File: src/bounded_lifo_stack_core_defines.svh
// Assertion helpers shared by the stack RTL.
// Each one assumes clk and rst_n are visible where it is used.
`ifndef BOUNDED_LIFO_STACK_CORE_DEFINES_SVH
`define BOUNDED_LIFO_STACK_CORE_DEFINES_SVH

`ifndef SYNTHESIS

`define BLS_ASSERT(lbl, prop, msg) \
    lbl: assert property (@(posedge clk) disable iff (!rst_n) (prop)) else $error(msg);

`define BLS_ASSERT_NEVER(lbl, expr, msg) \
    `BLS_ASSERT(lbl, !(expr), msg)

`else

`define BLS_ASSERT(lbl, prop, msg)

`define BLS_ASSERT_NEVER(lbl, expr, msg)

`endif

`endif

File: src/bls_pkg.sv
`default_nettype none

package bls_pkg;

    localparam int DEFAULT_DEPTH = 1024;
    localparam int DATA_W        = 32;
    localparam int POS_W         = 10;
    localparam int FILL_W        = 11;

    typedef enum logic [1:0] {
        MODE_PUSH   = 2'd0,
        MODE_POP    = 2'd1,
        MODE_PEEK   = 2'd2,
        MODE_CHANGE = 2'd3
    } mode_t;

    typedef enum logic [1:0] {
        ST_OK     = 2'd0,
        ST_FULL   = 2'd1,
        ST_EMPTY  = 2'd2,
        ST_BADPOS = 2'd3
    } status_t;

    typedef struct packed {
        mode_t                     mode;
        logic signed [DATA_W-1:0]  value;
        logic        [POS_W-1:0]   position;
    } req_t;

    typedef struct packed {
        logic signed [DATA_W-1:0]  data;
        status_t                   status;
        logic        [FILL_W-1:0]  fill;
        logic                      is_empty;
    } rsp_t;

    // Everything about a request but its read data, carried one stage.
    typedef struct packed {
        status_t                   status;
        logic        [FILL_W-1:0]  fill;
        logic                      is_empty;
        logic                      use_rd;
    } meta_t;

    typedef struct packed {
        logic we;
        logic re;
    } mem_cmd_t;

endpackage

`default_nettype wire

File: src/bls_ctrl.sv
`default_nettype none
`include "bounded_lifo_stack_core_defines.svh"

module bls_ctrl
    import bls_pkg::*;
#(
    parameter int DEPTH = DEFAULT_DEPTH,
    parameter int AW    = $clog2(DEPTH)
)
(
    input  wire logic                     clk,
    input  wire logic                     rst_n,
    input  wire logic                     accept,
    input  wire req_t                     req,
    output      mem_cmd_t                 cmd,
    output      logic        [AW-1:0]     addr,
    output      logic signed [DATA_W-1:0] wdata,
    output      meta_t                    meta
);

    localparam int FW = $clog2(DEPTH + 1);
    localparam int CW = (FW > POS_W) ? FW : POS_W;
    localparam logic [FW-1:0] DEPTH_F = FW'(DEPTH);

    logic [FW-1:0] fill_reg;
    logic [FW-1:0] fill_next;
    logic [FW-1:0] top_idx;
    logic [FW-1:0] chg_idx;
    logic          full;
    logic          empty;
    logic          pos_ok;

    assign full    = (fill_reg == DEPTH_F);
    assign empty   = (fill_reg == '0);
    assign top_idx = fill_reg - FW'(1);
    assign chg_idx = top_idx - FW'(req.position);
    assign pos_ok  = (CW'(req.position) < CW'(fill_reg));
    assign wdata   = req.value;

    always_comb
    begin
        fill_next   = fill_reg;
        cmd         = '0;
        addr        = top_idx[AW-1:0];
        meta.status = ST_OK;
        meta.use_rd = 1'b0;
        unique case (req.mode)
            MODE_PUSH:
            begin
                addr = fill_reg[AW-1:0];
                if (full)
                begin
                    meta.status = ST_FULL;
                end
                else
                begin
                    cmd.we    = accept;
                    fill_next = fill_reg + FW'(1);
                end
            end
            MODE_POP, MODE_PEEK:
            begin
                if (empty)
                begin
                    meta.status = ST_EMPTY;
                end
                else
                begin
                    cmd.re      = accept;
                    meta.use_rd = 1'b1;
                    if (req.mode == MODE_POP)
                    begin
                        fill_next = top_idx;
                    end
                end
            end
            MODE_CHANGE:
            begin
                addr = chg_idx[AW-1:0];
                if (!pos_ok)
                begin
                    meta.status = ST_BADPOS;
                end
                else
                begin
                    cmd.we = accept;
                end
            end
            default:
            begin
                meta.status = ST_OK;
            end
        endcase
        meta.fill     = FILL_W'(fill_next);
        meta.is_empty = (fill_next == '0);
    end

    always_ff @(posedge clk or negedge rst_n)
    begin
        if (!rst_n)
        begin
            fill_reg <= '0;
        end
        else if (accept)
        begin
            fill_reg <= fill_next;
        end
    end

    `BLS_ASSERT(a_fill_bound, fill_reg <= DEPTH_F, "fill count above depth")
    `BLS_ASSERT_NEVER(a_rd_wr_excl, cmd.we && cmd.re, "read and write in one cycle")
    `BLS_ASSERT(a_push_inc, accept && req.mode == MODE_PUSH && meta.status == ST_OK |=> fill_reg == $past(fill_reg) + FW'(1), "push did not advance fill")
    `BLS_ASSERT(a_idle_hold, !accept |=> fill_reg == $past(fill_reg), "fill moved without a request")

endmodule

`default_nettype wire

File: config.mk
export PLATFORM = sky130hd
export DESIGN_NAME = bls_ctrl
export DESIGN_NICKNAME = d
export VERILOG_FILES = /design/src/bls_pkg.sv /design/src/bls_ctrl.sv
export VERILOG_INCLUDE_DIRS = /design/src /design/src/src
export SDC_FILE = /design/constraint.sdc
export NUM_CORES = 1
export LEC_CHECK = 0
export BUFFER_PORTS_ARGS = -buffer_cell sky130_fd_sc_hd__buf_2
export CAP_MARGIN = 10
export CORE_ASPECT_RATIO = 0.7
export CORE_MARGIN = 2
export CORE_UTILIZATION = 30
export CTS_BUF_LIST = sky130_fd_sc_hd__clkbuf_16
export CTS_CLUSTER_DIAMETER = 120
export DETAILED_ROUTE_END_ITERATION = 7
export PLACE_DENSITY_LB_ADDON = 0.08
export SLEW_MARGIN = 15
export SYNTH_ARGS = -nofsm -noshare
export SYNTH_HDL_FRONTEND = slang
export SYNTH_SLANG_ARGS = --single-unit
export TNS_END_PERCENT = 5
File: constraint.sdc
create_clock -name clk -period 7 [get_ports clk]
set_clock_uncertainty 0.2 [all_clocks]
set_input_delay 0.35 -clock clk [delete_from_list [all_inputs] [get_ports clk]]
set_output_delay 0.35 -clock clk [all_outputs]
set_load 0.005 [all_outputs]
==> results of run 1 <==
## worst min path at each step
stage,startpoint,to,cells past startpoint
6_report,rst_n,fill_reg[8],2
5_1_grt,rst_n,fill_reg[9],2
4_1_cts,rst_n,fill_reg[8],2
3_5_place_dp,rst_n,fill_reg[8],1
3_3_place_gp,rst_n,fill_reg[8],1
2_1_floorplan,rst_n,fill_reg[0],0
## layout by cell type, fill, tap and decap left out, types with 9 or more instances in the layout
cell and instances:
buf_2 41, inv_1 33, nor2_1 31, nand2_1 27, ha_1 25, a21oi_1 18, xnor2_1 12, nor3_1 12
o21ai_0 12, dfrtp_1 11, and3_1 9, nand3_1 9
## area by class of cell
class / count / area (µm²) / area share (%)
sequential: 11 / 275.3 / 11.03
clock inverter: 1 / 3.754 / 0.1505
clock buffer: 3 / 75.07 / 3.009
timing repair buffer: 44 / 230.2 / 9.228
tap: 101 / 126.4 / 5.065
multi-input combinational: 241 / 1657 / 66.40
inverter: 34 / 127.6 / 5.115
## worst max-delay path, stage by stage, from the launching register on
cell      delay, ps
dfrtp_1         550
inv_1           140
ha_1            260
nand2b_1        170
nor2_1           70
xnor2_1         200
inv_1           100
ha_1            330
and3_1          160
a21oi_1         190
nand3_1         160
and3_1          190
a311oi_1        260
mux2i_1         230
o221ai_1        120
buf_2           140
## what timing repair did
action                                 in CTS  in global routing
hold buffers                                1                  0
setup endpoints to repair                   0                  0
endpoints found under the hold margin      11                  0
## stage by stage
step / utilization [%] / hold WS [ps]
2_1_floorplan: - / -145.6
3_3_place_gp: 30.83 / 41.82
3_5_place_dp: 30.83 / 39.89
4_1_cts: 31.97 / 330.5
5_1_grt: 31.97 / 335.3
6_report: 31.97 / 316.7
## logic make-up (layout without fill, tap and decap cells)
| kind of cell | Yosys count | count (layout) |
|---|---|---|
| compound gates | 82 | 82 |
| xor+xnor | 13 | 13 |
| fa+ha+maj | 26 | 26 |
| buf+inv | 84 | 82 |
| flops | 11 | 11 |
| mux | 5 | 5 |
| simple gates | 115 | 115 |
## metal layers
| layer | wire length (µm) | vias up |
|---|---|---|
| met4 | 21 | 0 |
| met1 | 3930 | 1085 |
| li1 | - | 1155 |
| met2 | 3047 | 86 |
| met3 | 441 | 4 |
| met5 | 0 | - |
## power breakdown
group          internal [µW]  switching (µW)
Sequential              75.0            34.8
Combinational            186             246
Clock                   74.9            27.5
Total                    335             308
==> out/results.ini, run 1 <==
[run_status]
run_status = complete, no violations

[global_routing]
met3_usage_pct = 3.130
grt_pass1_wl_um = 11860
grtUsageTotal_pct = 17.07
grt_use_met1_pct = 26.88
grt_max_degree = 25
antenna_found_initial = 0
grt_util_met2_pct = 24.85
grt_busiest_layer = met1
grt_pass1_vias = 2167
grt_overflow = 0

[logic_synthesis]
synth-compound-area-share_pct = 24.09
syn_area_um2 = 2395
synthAdderAreaFrac_pct = 13.90
synth_edf_count = 0
synth-simple-area-share_pct = 24.35
synth_top_cell_by_area = ha_1
synth_area_leaders = ha_1 (13%), dfrtp_1 (11%), buf_4 (11%), inv_1 (5.0%), nor2_1 (4.9%)
synth_top_area_share_pct = 13.06
seq_area_frac_synth_pct = 11.49
ys_ff_latch = 11
synthDistinctLibCells = 59
synth_common_cells = buf_4 (34), inv_1 (32), nor2_1 (31)
muxShareOfSynthArea_pct = 2.090
synth_flop_cell = dfrtp_1
synth_top_family_by_area = simple AND/OR/NAND/NOR gates
yosys.area_share.xor_xnor_pct = 4.754
synth.avg_cell_area_um2 = 7.127
yosysMostFrequentCell = buf_4
ys_async_sr_fraction_pct = 100.0
synthCells = 336
synth_nets = 409
yosys_warnings = 0

[critical_path]
cp-start-kind = flip-flop
r2r_cells = 9
crit_path_end_kind = output port
path_class = flip-flop to output port
startpoint = fill_reg[0]
rr_startpoint = fill_reg[1]
crit_end = addr[9]
critPathArrivalTime_ps = 3530
timing.rr.end = fill_reg[9]
reg2reg_slack_ps = 4120
required_ps = 6450
path_max_fanout = 11

[routing]
dr.pass1.iters = 5
vias = 2330
drtAntennaViolNets = 0
via_per_inst = 5.356
drt_iter0_drc = 155
wl_um = 7440
post_drt_wl_per_cell_um = 17.10
drc_errors = 0

[cts]
clkSlewWorstSetupHoldPaths_ps = 40
cts_resized = 0
cts-root-buf = clkbuf_16
clk_latency_ps = 240
clock_sinks = 11
cts-htree-levels = 1
cts_max_path_buffers = 2
post_cts_buffers = 0
cts_inserted_buffers = 3
cts_tree = built

[place]
place_congestion = 0.8631
dp_hpwl_um = 5961
dp.cells = 430
place_area_um2 = 2406
pre_cts_ws_ps = 3175
port_buffers = 41

[pwr]
peakVddDrop_mv = 0.1085
p_total_uw = 643.6
p_leak_uw = 0.001161
powerDensity_nw_per_um2 = 258.0

[final_layout]
fin_cells = 435
antennaDiodeCount = 0
areaGrowthSynthToFinish_pct = 4.180
fin_area_um2 = 2495
drive_gt1_share_pct = 17.96
largest_reg_flops = 11
final.fill_count = 869
nNetsFinal = 408

[sta]
tightest_slew_ps = 805.4
max_freq_mhz = 245.2
setup_tns_ps = 0
setup_viol = 0
fin_crit_ps = 4079
max_slew_margin_pct = 45.60
fin_crit_sh_pct = 58.26
final_hold_viol_count = 0
rsz0062_at_grt = false
drv_slew = 0
worst_slack_ps = 2921

[floorplan]
fp.dieH_um = 78.75
die_x_um = 110.8
die_area_um2 = 8725
ioPinCount = 106
rows = 27
start_util_pct = 30.69
core_area_um2 = 7804

[flow_run]
drv_cap = 0

[min_path]
hold_path_class = primary input to asynchronous set/reset pin

Power figures use the tool's default switching activity.
==> run 2: changes to the inputs <==
==> constraint.sdc (replaced) <==
create_clock -name clk -period 3.85 [get_ports clk]
set_clock_uncertainty 0.2 [all_clocks]
set_input_delay 0.1925 -clock clk [delete_from_list [all_inputs] [get_ports clk]]
set_output_delay 0.1925 -clock clk [all_outputs]
set_load 0.005 [all_outputs]
==> run 2 against run 1 <==
Net effect: clock-buffer cell count unchanged; via count decreased by 0.56%; total power increased by 87%; first-iteration DRC count decreased by 1.9%; final area increased by 3.3%; die area unchanged; sequential share of layout area decreased by 0.30 points; utilization increased by 1.0 points; setup slack got worse by 2700 ps; critical endpoint unchanged; largest power group unchanged.
==> out/results.ini, run 2 (synthesized netlist as in run 1, its figures left out) <==
[run_status]
run_status = complete, no violations

[place]
dp_hpwl_um = 6130  ; +2.8%
place_congestion = 0.7888  ; -8.6%
port_buffers = 41  ; unchanged
dp.cells = 439  ; +2.1%
pre_cts_ws_ps = 267.9  ; -2907 ps

[final_layout]
layout_common_cells = buf_2 (41), inv_1 (32), nor2_1 (31)
nNetsFinal = 417  ; +2.2%
regArea_um2 = 276.5  ; +0.45%
multi_input_area_um2 = 1669  ; +0.76%
antennaDiodeCount = 0  ; unchanged
areaGrowthSynthToFinish_pct = 7.576
mostFrequentLayoutCell = buf_2
final.fill_count = 887  ; +2.1%
fin_cells = 444  ; +2.1%
drive_gt1_share_pct = 21.57  ; +3.6 points
largest_reg_flops = 11  ; unchanged

[routing]
drt_iter0_drc = 152  ; -1.9%
vias = 2317  ; -0.56%
post_drt_wl_per_cell_um = 16.98  ; -0.75%
drtAntennaViolNets = 0  ; unchanged
via_per_inst = 5.218  ; -2.6%
drc_errors = 0  ; unchanged
dr.pass1.iters = 5  ; unchanged
wl_um = 7537  ; +1.3%

[cts]
cts-htree-levels = 1  ; unchanged
post_cts_buffers = 0  ; unchanged
cts_inserted_buffers = 3  ; unchanged
cts_tree = built
clkSlewWorstSetupHoldPaths_ps = 40  ; about the same
cts_max_path_buffers = 2  ; unchanged
cts-root-buf = clkbuf_16
clk_latency_ps = 240  ; about the same
clock_sinks = 11  ; unchanged

[global_routing]
grt_pass1_wl_um = 12180  ; +2.7%
grt_overflow = 0  ; unchanged
grt_max_degree = 25  ; unchanged
grtUsageTotal_pct = 17.61  ; +0.54 points
antenna_found_initial = 0  ; unchanged
grt_pass1_vias = 2179  ; +0.55%

[critical_path]
crit_top_cell = and3_1
path_class = flip-flop to output port
critPathArrivalTime_ps = 3210  ; -320 ps
slowest_delay_ps = 440  ; -110 ps
cp_slowest_cell = dfrtp_2
crit_path_end_kind = output port
cp_cell_sequence = inv_2, ha_2, nand2b_1, nor2_1, xnor2_1, inv_1, ha_1, and3_1, a21oi_2, nand3_1, and3_1, a311oi_2, mux2i_1, o221ai_1, buf_2
critPathBufInv = 3  ; unchanged
crit_family = simple AND/OR/NAND/NOR gates
reg2reg_slack_ps = 1230  ; -2890 ps
timing.rr.end = fill_reg[1]
rr_startpoint = fill_reg[6]
required_ps = 3460  ; -2990 ps
cp-start-kind = flip-flop
path_max_fanout = 6  ; -5
r2r_cells = 6  ; -3

[floorplan]
die_area_um2 = 8725  ; unchanged
ioPinCount = 106  ; unchanged
fp.dieH_um = 78.75  ; unchanged
start_util_pct = 30.69  ; unchanged
rows = 27  ; unchanged
core_area_um2 = 7804  ; unchanged
die_x_um = 110.8  ; unchanged

[pwr]
peakVddDrop_mv = 0.1618  ; +49%
p_leak_uw = 0.001206  ; +3.8%
powerDensity_nw_per_um2 = 468.1  ; +81%

[sta]
rsz0062_at_grt = false
max_freq_mhz = 277.7
tightest_slew_ps = 642.7  ; -162.7 ps
fin_crit_sh_pct = 93.52
drv_slew = 0  ; unchanged
setup_tns_ps = 0  ; unchanged
setup_viol = 0  ; unchanged
worst_slack_ps = 249.4  ; -2672 ps
whs_ps = 158.3  ; -158.5 ps
max_slew_margin_pct = 56.59  ; +11 points
fin_crit_ps = 3601
final_hold_viol_count = 0  ; unchanged

[flow_run]
drv_cap = 0  ; unchanged

[min_path]
hold_path_class = primary input to asynchronous set/reset pin

## run 2: layout make-up
type / instances / share of cell area (%)
inverter: 34 / 4.954
clock inverter: 1 / 0.1457
multi-input combinational: 241 / 64.79
timing repair buffer: 53 / 11.56
tap: 101 / 4.905
sequential: 11 / 10.73
clock buffer: 3 / 2.914
## run 2: timing repair
action,in CTS,in global routing
hold endpoints to repair,11,0
setup endpoints to repair,1,2
pin swaps,0,1
resized for setup,1,4
hold buffers,1,0
## run 2: per-layer routing
| metal | track usage (%) | vias up | share of wire, % |
|---|---|---|---|
| met3 | 3.206 | 4 | 6.0 |
| met1 | 27.04 | 1064 | 52 |
| met4 | 1.750 | 0 | 0.32 |
| met5 | 0 | - | 0 |
| met2 | 26.32 | 71 | 42 |
| li1 | - | 1178 | - |
## run 2: worst max path at each step
stage / start / endpoint / cells past startpoint
floorplan: fill_reg[0] / addr[9] / 15
global placement: fill_reg[1] / addr[9] / 15
detailed placement: fill_reg[1] / addr[9] / 15
CTS: fill_reg[1] / addr[9] / 15
global route: fill_reg[1] / addr[9] / 15
finish: fill_reg[1] / addr[9] / 15
## run 2: per-stage QoR
step / utilization [%] / total power [µW] / instance area, µm²
2_1_floorplan: - / 790.1 / 2395
3_3_place_gp: 31.70 / 1015 / 2474
3_5_place_dp: 31.70 / 1011 / 2474
4_1_cts: 32.92 / 1212 / 2569
5_1_grt: 33.01 / 1332 / 2576
6_report: 33.01 / 1206 / 2576
## run 2: power breakdown
part           switching (µW)  total (µW)  internal, µW
Clock                    48.9         185           136
Sequential               47.5         185           137
Combinational             469         836           367
## run 2: worst register-to-register path: stages (launching register included)
cell and delay, ps:
dfrtp_1 470, nor4_4 580, nand3_1 200, o41ai_1 630, a221o_2 300, nand2_1 50
o21ai_1 100
